`src/rtl/urlb_pkg.sv`:
```
// Types and constants of the UART receive line buffer.
package urlb_pkg;

  localparam int ByteW       = 8;
  localparam int ActW        = 2;
  localparam int ResultLimit = 64;
  localparam int CntW        = 7;

  localparam logic [ByteW-1:0] TermReset = 8'd13;
  localparam logic [CntW-1:0]  CntLast   = 7'(ResultLimit - 1);

  typedef enum logic [ActW-1:0] {
    ACT_PUSH   = 2'd0,
    ACT_POP    = 2'd1,
    ACT_SEARCH = 2'd2,
    ACT_LINE   = 2'd3
  } action_e;

  typedef struct packed {
    logic data_valid;
    logic char_found;
    logic line_ended;
    logic push_dropped;
    logic run_last;
  } urlb_flags_t;

  typedef struct packed {
    logic [ByteW-1:0] data_byte;
    urlb_flags_t      flags;
  } urlb_res_t;

  typedef struct packed {
    logic        push_wr;
    logic        rd_en;
    logic        rd_scan;
    logic        scan_init;
    logic        latch_sought;
    logic        pop_adv;
    logic        cnt_clr;
    logic        res_load;
    urlb_flags_t flags;
    logic        out_load;
  } urlb_cmd_t;

  typedef struct packed {
    logic full;
    logic empty;
    logic scan_end;
    logic match;
    logic term;
    logic last_byte;
    logic slot_free;
  } urlb_sts_t;

endpackage

```
`src/rtl/urlb_in_if.sv`:
```
// Input channel: one action beat with its byte.
interface urlb_in_if;
  logic                        valid;
  logic                        ready;
  logic [urlb_pkg::ActW-1:0]   action;
  logic [urlb_pkg::ByteW-1:0]  byte_value;

  modport source (output valid, action, byte_value, input ready);
  modport sink   (input valid, action, byte_value, output ready);
endinterface

```
`src/rtl/urlb_out_if.sv`:
```
// Output channel: one result beat.
interface urlb_out_if;
  logic                        valid;
  logic                        ready;
  logic [urlb_pkg::ByteW-1:0]  data_byte;
  logic                        data_valid;
  logic                        char_found;
  logic                        line_ended;
  logic                        push_dropped;
  logic                        run_last;

  modport source (output valid, data_byte, data_valid, char_found, line_ended, push_dropped,
                  run_last, input ready);
  modport sink   (input valid, data_byte, data_valid, char_found, line_ended, push_dropped,
                  run_last, output ready);
endinterface

```
`src/rtl/urlb_ram.sv`:
```
// Generic single-write, single-read RAM with registered read data.
module urlb_ram #(
  parameter int Width = 8,
  parameter int Depth = 64
) (
  input  logic                     clk_i,
  input  logic                     we_i,
  input  logic [$clog2(Depth)-1:0] waddr_i,
  input  logic [Width-1:0]         wdata_i,
  input  logic                     re_i,
  input  logic [$clog2(Depth)-1:0] raddr_i,
  output logic [Width-1:0]         rdata_o
);

  logic [Width-1:0] mem_q [Depth];
  logic [Width-1:0] rdata_q;

  always_ff @(posedge clk_i) begin
    if (we_i) begin
      mem_q[waddr_i] <= wdata_i;
    end
    if (re_i) begin
      rdata_q <= mem_q[raddr_i];
    end
  end

  assign rdata_o = rdata_q;

endmodule

```
`src/rtl/urlb_ctrl.sv`:
```
// Controller state machine: sequences push, pop, search and line read.
module urlb_ctrl (
  input  logic                          clk_i,
  input  logic                          rst_ni,
  input  logic                          in_valid_i,
  input  logic [urlb_pkg::ActW-1:0]     action_i,
  input  urlb_pkg::urlb_sts_t           sts_i,
  output logic                          in_ready_o,
  output urlb_pkg::urlb_cmd_t           cmd_o
);

  typedef enum logic [5:0] {
    S_IDLE     = 6'b000001,
    S_POP      = 6'b000010,
    S_SCAN     = 6'b000100,
    S_LINE_CHK = 6'b001000,
    S_EMIT     = 6'b010000,
    S_SPARE    = 6'b100000
  } state_e;

  state_e state_q, state_d;
  logic   pend_q, pend_d;
  logic   more_q, more_d;

  always_comb begin
    state_d    = state_q;
    pend_d     = pend_q;
    more_d     = more_q;
    in_ready_o = 1'b0;
    cmd_o      = '0;
    unique case (state_q)
      S_IDLE: begin
        in_ready_o = 1'b1;
        more_d     = 1'b0;
        if (in_valid_i) begin
          unique case (urlb_pkg::action_e'(action_i))
            urlb_pkg::ACT_PUSH: begin
              cmd_o.push_wr            = !sts_i.full;
              cmd_o.res_load           = 1'b1;
              cmd_o.flags.push_dropped = sts_i.full;
              cmd_o.flags.run_last     = 1'b1;
              state_d                  = S_EMIT;
            end
            urlb_pkg::ACT_POP: begin
              if (sts_i.empty) begin
                cmd_o.res_load       = 1'b1;
                cmd_o.flags.run_last = 1'b1;
                state_d              = S_EMIT;
              end else begin
                cmd_o.rd_en = 1'b1;
                state_d     = S_POP;
              end
            end
            urlb_pkg::ACT_SEARCH: begin
              cmd_o.scan_init    = 1'b1;
              cmd_o.latch_sought = 1'b1;
              pend_d             = 1'b0;
              state_d            = S_SCAN;
            end
            urlb_pkg::ACT_LINE: begin
              cmd_o.cnt_clr = 1'b1;
              if (sts_i.empty) begin
                cmd_o.res_load       = 1'b1;
                cmd_o.flags.run_last = 1'b1;
                state_d              = S_EMIT;
              end else begin
                cmd_o.rd_en = 1'b1;
                state_d     = S_LINE_CHK;
              end
            end
            default: state_d = S_IDLE;
          endcase
        end
      end
      S_POP: begin
        cmd_o.pop_adv          = 1'b1;
        cmd_o.res_load         = 1'b1;
        cmd_o.flags.data_valid = 1'b1;
        cmd_o.flags.run_last   = 1'b1;
        state_d                = S_EMIT;
      end
      S_SCAN: begin
        // one entry issued per cycle, compared when its data returns
        if (pend_q && sts_i.match) begin
          cmd_o.res_load         = 1'b1;
          cmd_o.flags.char_found = 1'b1;
          cmd_o.flags.run_last   = 1'b1;
          state_d                = S_EMIT;
        end else if (sts_i.scan_end) begin
          cmd_o.res_load       = 1'b1;
          cmd_o.flags.run_last = 1'b1;
          state_d              = S_EMIT;
        end else begin
          cmd_o.rd_en   = 1'b1;
          cmd_o.rd_scan = 1'b1;
          pend_d        = 1'b1;
        end
      end
      S_LINE_CHK: begin
        cmd_o.pop_adv  = 1'b1;
        cmd_o.res_load = 1'b1;
        if (sts_i.term) begin
          cmd_o.flags.line_ended = 1'b1;
          cmd_o.flags.run_last   = 1'b1;
          more_d                 = 1'b0;
        end else begin
          cmd_o.flags.data_valid = 1'b1;
          cmd_o.flags.run_last   = sts_i.last_byte;
          more_d                 = !sts_i.last_byte;
        end
        state_d = S_EMIT;
      end
      S_EMIT: begin
        if (sts_i.slot_free) begin
          cmd_o.out_load = 1'b1;
          if (more_q) begin
            cmd_o.rd_en = 1'b1;
            state_d     = S_LINE_CHK;
          end else begin
            state_d = S_IDLE;
          end
        end
      end
      default: state_d = S_IDLE;
    endcase
  end

  always_ff @(posedge clk_i or negedge rst_ni) begin
    if (!rst_ni) begin
      state_q <= S_IDLE;
      pend_q  <= 1'b0;
      more_q  <= 1'b0;
    end else begin
      state_q <= state_d;
      pend_q  <= pend_d;
      more_q  <= more_d;
    end
  end

endmodule

```
`src/rtl/urlb_dp.sv`:
```
// Datapath: ring pointers, byte store, terminator register and result registers.
module urlb_dp #(
  parameter int DEPTH_LOG2 = 6
) (
  input  logic                         clk_i,
  input  logic                         rst_ni,
  input  logic                         cfg_we_i,
  input  logic [urlb_pkg::ByteW-1:0]   cfg_wdata_i,
  input  logic [urlb_pkg::ByteW-1:0]   byte_value_i,
  input  logic                         out_ready_i,
  input  urlb_pkg::urlb_cmd_t          cmd_i,
  output urlb_pkg::urlb_sts_t          sts_o,
  output logic                         out_valid_o,
  output urlb_pkg::urlb_res_t          out_o
);

  localparam int Depth = 1 << DEPTH_LOG2;

  logic [DEPTH_LOG2-1:0]      rd_q, wr_q, scan_q;
  logic [DEPTH_LOG2-1:0]      rd_inc, wr_inc, raddr;
  logic [urlb_pkg::CntW-1:0]  cnt_q;
  logic [urlb_pkg::ByteW-1:0] term_q, sought_q, rdata;
  urlb_pkg::urlb_res_t        res_q, out_q;
  logic                       out_valid_q;

  assign rd_inc = rd_q + DEPTH_LOG2'(1);
  assign wr_inc = wr_q + DEPTH_LOG2'(1);
  assign raddr  = cmd_i.rd_scan ? scan_q : rd_q;

  urlb_ram #(
    .Width(urlb_pkg::ByteW),
    .Depth(Depth)
  ) u_ram (
    .clk_i  (clk_i),
    .we_i   (cmd_i.push_wr),
    .waddr_i(wr_q),
    .wdata_i(byte_value_i),
    .re_i   (cmd_i.rd_en),
    .raddr_i(raddr),
    .rdata_o(rdata)
  );

  always_comb begin
    sts_o.full      = (wr_inc == rd_q);
    sts_o.empty     = (rd_q == wr_q);
    sts_o.scan_end  = (scan_q == wr_q);
    sts_o.match     = (rdata == sought_q);
    sts_o.term      = (rdata == term_q);
    sts_o.last_byte = (rd_inc == wr_q) || (cnt_q == urlb_pkg::CntLast);
    sts_o.slot_free = !out_valid_q || out_ready_i;
  end

  always_ff @(posedge clk_i or negedge rst_ni) begin
    if (!rst_ni) begin
      rd_q        <= '0;
      wr_q        <= '0;
      term_q      <= urlb_pkg::TermReset;
      out_valid_q <= 1'b0;
    end else begin
      if (cfg_we_i) begin
        term_q <= cfg_wdata_i;
      end
      if (cmd_i.push_wr) begin
        wr_q <= wr_inc;
      end
      if (cmd_i.pop_adv) begin
        rd_q <= rd_inc;
      end
      if (cmd_i.out_load) begin
        out_valid_q <= 1'b1;
      end else if (out_ready_i) begin
        out_valid_q <= 1'b0;
      end
    end
  end

  always_ff @(posedge clk_i) begin
    if (cmd_i.cnt_clr) begin
      cnt_q <= '0;
    end else if (cmd_i.pop_adv) begin
      cnt_q <= cnt_q + urlb_pkg::CntW'(1);
    end
    if (cmd_i.scan_init) begin
      scan_q <= rd_q;
    end else if (cmd_i.rd_en && cmd_i.rd_scan) begin
      scan_q <= scan_q + DEPTH_LOG2'(1);
    end
    if (cmd_i.latch_sought) begin
      sought_q <= byte_value_i;
    end
    if (cmd_i.res_load) begin
      res_q.data_byte <= cmd_i.flags.data_valid ? rdata : '0;
      res_q.flags     <= cmd_i.flags;
    end
    if (cmd_i.out_load) begin
      out_q <= res_q;
    end
  end

  assign out_valid_o = out_valid_q;
  assign out_o       = out_q;

endmodule

```
`src/rtl/uart_rx_line_buffer_core.sv`:
```
// Push, empty pop and empty line read load the result register at accept, pop after its
// store read. Search walks the unread bytes; the byte store read port gives one per cycle.
// Line read does a store read and a result load for each popped byte.
// One item is worked at a time; a new item is taken while the last result beat still waits.
// Reset: read and write pointers cleared (ring empty), terminator set to 13, output register empty.
// The byte store is not cleared; only written entries are ever read.
module uart_rx_line_buffer_core #(
  parameter int DEPTH_LOG2 = 6
) (
  input  logic                        clk_i,
  input  logic                        rst_ni,
  input  logic                        cfg_we_i,
  input  logic [urlb_pkg::ByteW-1:0]  cfg_wdata_i,
  urlb_in_if.sink                     in_ch,
  urlb_out_if.source                  out_ch
);

  urlb_pkg::urlb_cmd_t cmd;
  urlb_pkg::urlb_sts_t sts;
  urlb_pkg::urlb_res_t out_res;
  logic                out_valid;
  logic                in_ready;

  urlb_ctrl u_ctrl (
    .clk_i     (clk_i),
    .rst_ni    (rst_ni),
    .in_valid_i(in_ch.valid),
    .action_i  (in_ch.action),
    .sts_i     (sts),
    .in_ready_o(in_ready),
    .cmd_o     (cmd)
  );

  urlb_dp #(
    .DEPTH_LOG2(DEPTH_LOG2)
  ) u_dp (
    .clk_i       (clk_i),
    .rst_ni      (rst_ni),
    .cfg_we_i    (cfg_we_i),
    .cfg_wdata_i (cfg_wdata_i),
    .byte_value_i(in_ch.byte_value),
    .out_ready_i (out_ch.ready),
    .cmd_i       (cmd),
    .sts_o       (sts),
    .out_valid_o (out_valid),
    .out_o       (out_res)
  );

  assign in_ch.ready         = in_ready;
  assign out_ch.valid        = out_valid;
  assign out_ch.data_byte    = out_res.data_byte;
  assign out_ch.data_valid   = out_res.flags.data_valid;
  assign out_ch.char_found   = out_res.flags.char_found;
  assign out_ch.line_ended   = out_res.flags.line_ended;
  assign out_ch.push_dropped = out_res.flags.push_dropped;
  assign out_ch.run_last     = out_res.flags.run_last;

endmodule

```
`src/flat_wrapper.sv`:
```
// flat-port wrapper written by rule: the top's interface ports become plain ports
module uart_rx_line_buffer_core_flat 
#(
  parameter int DEPTH_LOG2 = 6
)
  (clk_i, rst_ni, cfg_we_i, cfg_wdata_i, in_ch_valid, in_ch_action, in_ch_byte_value, in_ch_ready, out_ch_valid, out_ch_data_byte, out_ch_data_valid, out_ch_char_found, out_ch_line_ended, out_ch_push_dropped, out_ch_run_last, out_ch_ready);
  urlb_in_if in_ch_i ();
  urlb_out_if out_ch_i ();
  input  logic clk_i;
  input  logic rst_ni;
  input  logic cfg_we_i;
  input  logic [urlb_pkg::ByteW-1:0] cfg_wdata_i;
  input wire logic [$bits(in_ch_i.valid)-1:0] in_ch_valid;
  input wire logic [$bits(in_ch_i.action)-1:0] in_ch_action;
  input wire logic [$bits(in_ch_i.byte_value)-1:0] in_ch_byte_value;
  output wire logic [$bits(in_ch_i.ready)-1:0] in_ch_ready;
  output wire logic [$bits(out_ch_i.valid)-1:0] out_ch_valid;
  output wire logic [$bits(out_ch_i.data_byte)-1:0] out_ch_data_byte;
  output wire logic [$bits(out_ch_i.data_valid)-1:0] out_ch_data_valid;
  output wire logic [$bits(out_ch_i.char_found)-1:0] out_ch_char_found;
  output wire logic [$bits(out_ch_i.line_ended)-1:0] out_ch_line_ended;
  output wire logic [$bits(out_ch_i.push_dropped)-1:0] out_ch_push_dropped;
  output wire logic [$bits(out_ch_i.run_last)-1:0] out_ch_run_last;
  input wire logic [$bits(out_ch_i.ready)-1:0] out_ch_ready;
  assign in_ch_i.valid = in_ch_valid;
  assign in_ch_i.action = in_ch_action;
  assign in_ch_i.byte_value = in_ch_byte_value;
  assign in_ch_ready = in_ch_i.ready;
  assign out_ch_valid = out_ch_i.valid;
  assign out_ch_data_byte = out_ch_i.data_byte;
  assign out_ch_data_valid = out_ch_i.data_valid;
  assign out_ch_char_found = out_ch_i.char_found;
  assign out_ch_line_ended = out_ch_i.line_ended;
  assign out_ch_push_dropped = out_ch_i.push_dropped;
  assign out_ch_run_last = out_ch_i.run_last;
  assign out_ch_i.ready = out_ch_ready;
  uart_rx_line_buffer_core #(.DEPTH_LOG2(DEPTH_LOG2)) u_core (.clk_i(clk_i), .rst_ni(rst_ni), .cfg_we_i(cfg_we_i), .cfg_wdata_i(cfg_wdata_i), .in_ch(in_ch_i), .out_ch(out_ch_i));
endmodule
```
`config.mk`:
```
export PLATFORM = sky130hd
export DESIGN_NAME = uart_rx_line_buffer_core_flat
export DESIGN_NICKNAME = d
export VERILOG_FILES = /design/src/rtl/urlb_pkg.sv /design/src/rtl/urlb_in_if.sv /design/src/rtl/urlb_out_if.sv /design/src/rtl/urlb_ram.sv /design/src/rtl/urlb_ctrl.sv /design/src/rtl/urlb_dp.sv /design/src/rtl/uart_rx_line_buffer_core.sv /design/src/flat_wrapper.sv
export SDC_FILE = /design/constraint.sdc
export NUM_CORES = 1
export LEC_CHECK = 0
export BUFFER_PORTS_ARGS = -buffer_cell sky130_fd_sc_hd__buf_2
export CORE_MARGIN = 2
export CORE_UTILIZATION = 45
export CTS_BUF_LIST = sky130_fd_sc_hd__clkbuf_4
export CTS_CLUSTER_SIZE = 25
export DETAILED_ROUTE_END_ITERATION = 8
export GPL_ROUTABILITY_DRIVEN = 0
export PLACE_DENSITY_LB_ADDON = 0.05
export SLEW_MARGIN = 20
export SYNTH_ARGS = -nofsm -noshare
export SYNTH_HDL_FRONTEND = slang
export SYNTH_SLANG_ARGS = --single-unit
export TNS_END_PERCENT = 30
```
`constraint.sdc`:
```
create_clock -name clk_i -period 6.3 [get_ports clk_i]
set_input_delay 0.945 -clock clk_i [delete_from_list [all_inputs] [get_ports clk_i]]
set_output_delay 0.945 -clock clk_i [all_outputs]
set_load 0.01 [all_outputs]
```
==> reports/qor.tcl <==
set qor(timing.reg2reg.setup_slack_ns) 1.94
set qor(power_frac_clock_pct) 33.0
set qor(hold_path_startpoint) {cfg_wdata_i[4]}
set qor(globalRouteOverflowTotal) 0
set qor(critPathMaxStageDelay_ns) 0.66
set qor(rsz0062_at_grt) {false}
set qor(remaining_drc_errors) 0
set qor(drt.antenna.violating_nets) 0
set qor(clock.fmax_mhz) 229
set qor(syn-mean-instance-area_um2) 13.6
set qor(reg2reg_capture_point) {u_core.u_dp.u_ram.rdata_o[0]}
set qor(synthesis.instances) 1835
set qor(worstSkewPairLatency_ns) 1.01
set qor(cts_setup_buffers) 0
set qor(synthDominantAreaCellType) {sky130_fd_sc_hd__edfxtp_1}
set qor(buffer_ports.inserted) 37
set qor(total_of_flip_flops_plus_latches_after_synthesis) 595
set qor(ir_drop_mv) 0.199
set qor(maximum_clock_skew_at_final_layout_ns) 0.0599
set qor(async_flop_share_pct) 4.71
set qor(drive_above_1_share_pct) 18.6
set qor(top_level_ports) 38
set qor(worst_slew_pin_slew_ns) 1.14
set qor(starting_density_of_the_core_pct) 45.4
set qor(nets) 1965
set qor(synth.cell_area_mm2) 0.0249
set qor(vias_in_the_first_global_route) 16199
set qor(synth_cell_types) 72
set qor(worst-setup-path-type) {register to register}
set qor(kind_of_end_point_of_the_critical_path) {register}
set qor(maximum_number_of_pins_on_one_net_before_global_route_repair) 78
set qor(die_x_um) 239
set qor(dpl.hpwl_um) 41500
set qor(drt_first_iter_violations) 1402
set qor(hold_path_end) {u_core.u_dp.term_q[4]}
set qor(placement_rows) 86
set qor(die_area_mm2) 0.0573
set qor(layout-area-overhead-vs-synth_pct) 11.8
set qor(count_of_tritonroute_iterations_in_the_first_routing_pass) 6
set qor(power_switching_mw) 3.65
set qor(wire_length_of_the_first_global_routing_pass_um) 105000
set qor(slowest_stage) {sky130_fd_sc_hd__a2111oi_1}
set qor(vias_per_cell) 5.86
set qor(dr_total_vias) 16227
set qor(cts_inserted_buffers) 163
set qor(worst_setup_path_start_kind) {register}
set qor(synth_edf_count) 560
set qor(drt_wl_total_um) 70900
set qor(antenna_found_initial) 2
set qor(report.final.setup_viol) 0
set qor(cellInternalPower_mw) 7.37
set qor(netSwitchingFraction_pct) 33.1
set qor(hold_path_depth) 2
set qor(p_leak_nw) 9.32
set qor(worst-path-buf-inv) 1
set qor(synth.most_common_cell) {sky130_fd_sc_hd__edfxtp_1}
set qor(globalRouteTotalUtil_pct) 25.2
set qor(cts_sinks) 595
set qor(min_path_type) {primary input to register}
set qor(finalHoldViolCount) 0
set qor(status) {finished clean}
set qor(layout_setup_ws_ns) 1.94
set qor(timing.critical_path.arrival_ns) 5.21
set qor(wl_per_cell_um) 25.6
set qor(power.total_mw) 11.0
set qor(tritoncts) {yes}
set qor(crit_path_max_fanout) 77
set qor(yosysSeqAreaShare_pct) 70.9
set qor(dp_worst_setup_slack_ns) 1.95
set qor(timing.critical_path.required_ns) 7.15
set qor(synthDominantCellAreaShare_pct) 67.5
set qor(combPwrFrac_pct) 24.2
set qor(timing.reg2reg.worst_path_depth) 10
set qor(synth.net_count) 1862
set qor(die_h_um) 239
set qor(pwr_density_cell_mw_per_mm2) 396
set qor(clock_tree.htree_level_count) 4
set qor(clock-root-buffer) {sky130_fd_sc_hd__clkbuf_4}
set qor(core-area_mm2) 0.0549
set qor(share_seq_of_total_power_pct) 42.9
set qor(maxCapViolations) 0
set qor(synth-warning-count) 0
set qor(ctsLongestPathBuffers) 3
set qor(synth_area_leaders) {sky130_fd_sc_hd__edfxtp_1, sky130_fd_sc_hd__nand3_1, sky130_fd_sc_hd__o21ai_0}
set qor(finalMaxSlewViolations) 0
set qor(synth.top_cells.by_count) {sky130_fd_sc_hd__edfxtp_1, sky130_fd_sc_hd__nand3_1, sky130_fd_sc_hd__nand2_1}
set qor(final.setup.tns_ns) 0
set qor(worst_path_dominant_cell_family) {simple AND/OR/NAND/NOR gates}
set qor(post-route-min-period_ns) 4.36
set qor(post-route-period-util_pct) 69.2
set qor(slew-limit-headroom_pct) 23.3
set qor(synth_flop_cell) {sky130_fd_sc_hd__edfxtp_1}
set qor(cts.reportedPaths.clkPinSlew_ns) 0.08
set qor(regToRegStartpoint) {u_core.u_dp.wr_q[2]}
set qor(path_cells) {xor2_1 -> nor4_4 -> a21oi_1 -> and2_4 -> nor2_8 -> buf_12 -> mux2i_1 -> a2111oi_1 -> a22oi_1 -> nand4_1}
-- flip-flops by register name, summed over array words and instances, names as in the netlist --
| register | flops |
|---|---|
| u_core.u_ctrl.more_q | 1 |
| u_core.u_dp.scan_q | 6 |
| u_core.u_dp.sought_q | 8 |
| u_core.u_dp.out_valid_o | 1 |
| u_core.u_ctrl.state_q | 5 |
| u_core.u_dp.u_ram.mem_q | 512 |
| u_core.u_dp.res_q | 13 |
| u_core.u_dp.wr_q | 6 |
| u_core.u_dp.term_q | 8 |
| u_core.u_dp.cnt_q | 7 |
| u_core.u_dp.rd_q | 6 |
| u_core.u_dp.out_o | 13 |
| u_core.u_dp.u_ram.rdata_o | 8 |
| u_core.u_ctrl.pend_q | 1 |
-- layout by cell type (no fill, tap or decap), types with 8 or more instances in the layout --
| cell | synthesis | layout |
|---|---|---|
| sky130_fd_sc_hd__inv_1 | 8 | 8 |
| sky130_fd_sc_hd__mux2i_1 | 48 | 48 |
| sky130_fd_sc_hd__a21oi_1 | 139 | 138 |
| sky130_fd_sc_hd__o21ai_0 | 141 | 141 |
| sky130_fd_sc_hd__o2111a_1 | 8 | 8 |
| sky130_fd_sc_hd__nand3b_1 | 8 | 8 |
| sky130_fd_sc_hd__a32oi_1 | 14 | 14 |
| sky130_fd_sc_hd__clkbuf_4 | 0 | 246 |
| sky130_fd_sc_hd__nand3_1 | 180 | 180 |
| sky130_fd_sc_hd__diode_2 | 0 | 8 |
| sky130_fd_sc_hd__nor2_1 | 100 | 98 |
| sky130_fd_sc_hd__xnor2_1 | 30 | 30 |
| sky130_fd_sc_hd__nor4_1 | 12 | 11 |
| sky130_fd_sc_hd__and3_1 | 26 | 26 |
| sky130_fd_sc_hd__mux2_2 | 13 | 13 |
| sky130_fd_sc_hd__xor2_1 | 25 | 25 |
| sky130_fd_sc_hd__a22oi_1 | 9 | 9 |
| sky130_fd_sc_hd__and2_1 | 13 | 13 |
| sky130_fd_sc_hd__a31oi_1 | 10 | 10 |
| sky130_fd_sc_hd__a211oi_1 | 25 | 25 |
| sky130_fd_sc_hd__dfrtp_1 | 24 | 24 |
| sky130_fd_sc_hd__nand2_1 | 155 | 154 |
| sky130_fd_sc_hd__clkinv_1 | 0 | 24 |
| sky130_fd_sc_hd__edfxtp_1 | 560 | 560 |
| sky130_fd_sc_hd__nand4_1 | 30 | 30 |
| sky130_fd_sc_hd__o41ai_1 | 25 | 25 |
| sky130_fd_sc_hd__a222oi_1 | 8 | 8 |
| sky130_fd_sc_hd__buf_4 | 10 | 32 |
| sky130_fd_sc_hd__buf_2 | 37 | 37 |
-- stage by stage --
step | hold WS [ns] | utilization (%) | std cells | area (µm²)
floorplan | 0.400 | - | 1835 | 24900
global placement | 0.401 | 46.7 | 2476 | 25600
detailed placement | 0.405 | 46.7 | 2476 | 25600
CTS | 0.0715 | 50.7 | 2761 | 27800
global route | 0.0735 | 50.8 | 2768 | 27900
finish | 0.170 | 50.8 | 2769 | 27900
-- worst max-delay path by stage --
| stage | cells after the start | slack (ns) | endpoint | from |
|---|---|---|---|---|
| floorplan | 5 | 3.42 | u_core.u_dp.u_ram.mem_q[62][0] | in_ch_action[0] |
| global route | 10 | 1.68 | u_core.u_dp.u_ram.rdata_o[0] | u_core.u_dp.wr_q[2] |
| detailed placement | 10 | 1.95 | u_core.u_dp.u_ram.rdata_o[0] | u_core.u_dp.wr_q[2] |
| global placement | 10 | 2.00 | u_core.u_dp.u_ram.rdata_o[2] | u_core.u_dp.wr_q[3] |
| finish | 10 | 1.94 | u_core.u_dp.u_ram.rdata_o[0] | u_core.u_dp.wr_q[2] |
| CTS | 10 | 1.86 | u_core.u_dp.u_ram.rdata_o[0] | u_core.u_dp.wr_q[2] |
-- area by class of cell --
class,count,area (µm²)
well taps,704,881
repair buffers,71,455
inverters,8,30.0
clock buffers,246,1850
flip-flops and latches,595,17700
diodes,8,20.0
clock inverters,38,320
fillers,4833,27000
multi-input cells,1099,6640
-- power by group through the flow --
stage / logic, mW / registers (mW) / clock network (mW)
2_1_floorplan: 1.92 / 4.68 / 0
3_3_place_gp: 2.66 / 4.80 / 0
3_5_place_dp: 2.67 / 4.80 / 0
4_1_cts: 2.67 / 4.72 / 3.72
5_1_grt: 2.91 / 4.74 / 3.94
6_report: 2.67 / 4.72 / 3.63
-- per-layer routing --
| layer | routed length [µm] | vias up | GRT usage (%) |
|---|---|---|---|
| met4 | 1660 | 0 | 9.11 |
| met1 | 31500 | 8141 | 35.0 |
| li1 | - | 7359 | - |
| met2 | 32700 | 632 | 38.9 |
| met5 | 0 | - | 0 |
| met3 | 5100 | 95 | 6.04 |
-- timing repair --
item | in CTS | in global routing
endpoints found under the hold margin | 24 | 0
gates resized for setup | 0 | 0
hold buffers | 1 | 0
-- logic make-up after synthesis --
group	count (synthesis)	share of synthesized area [%]
AO/OA/AOI/OAI	410	10.3
XOR/XNOR	55	1.93
adder cells (fa/ha/maj)	4	0.201
buffers and inverters	141	2.71
flip-flops	595	70.9
multiplexers	67	2.96
AND/OR/NAND/NOR	563	11.0
Power figures use the tool's default switching activity.
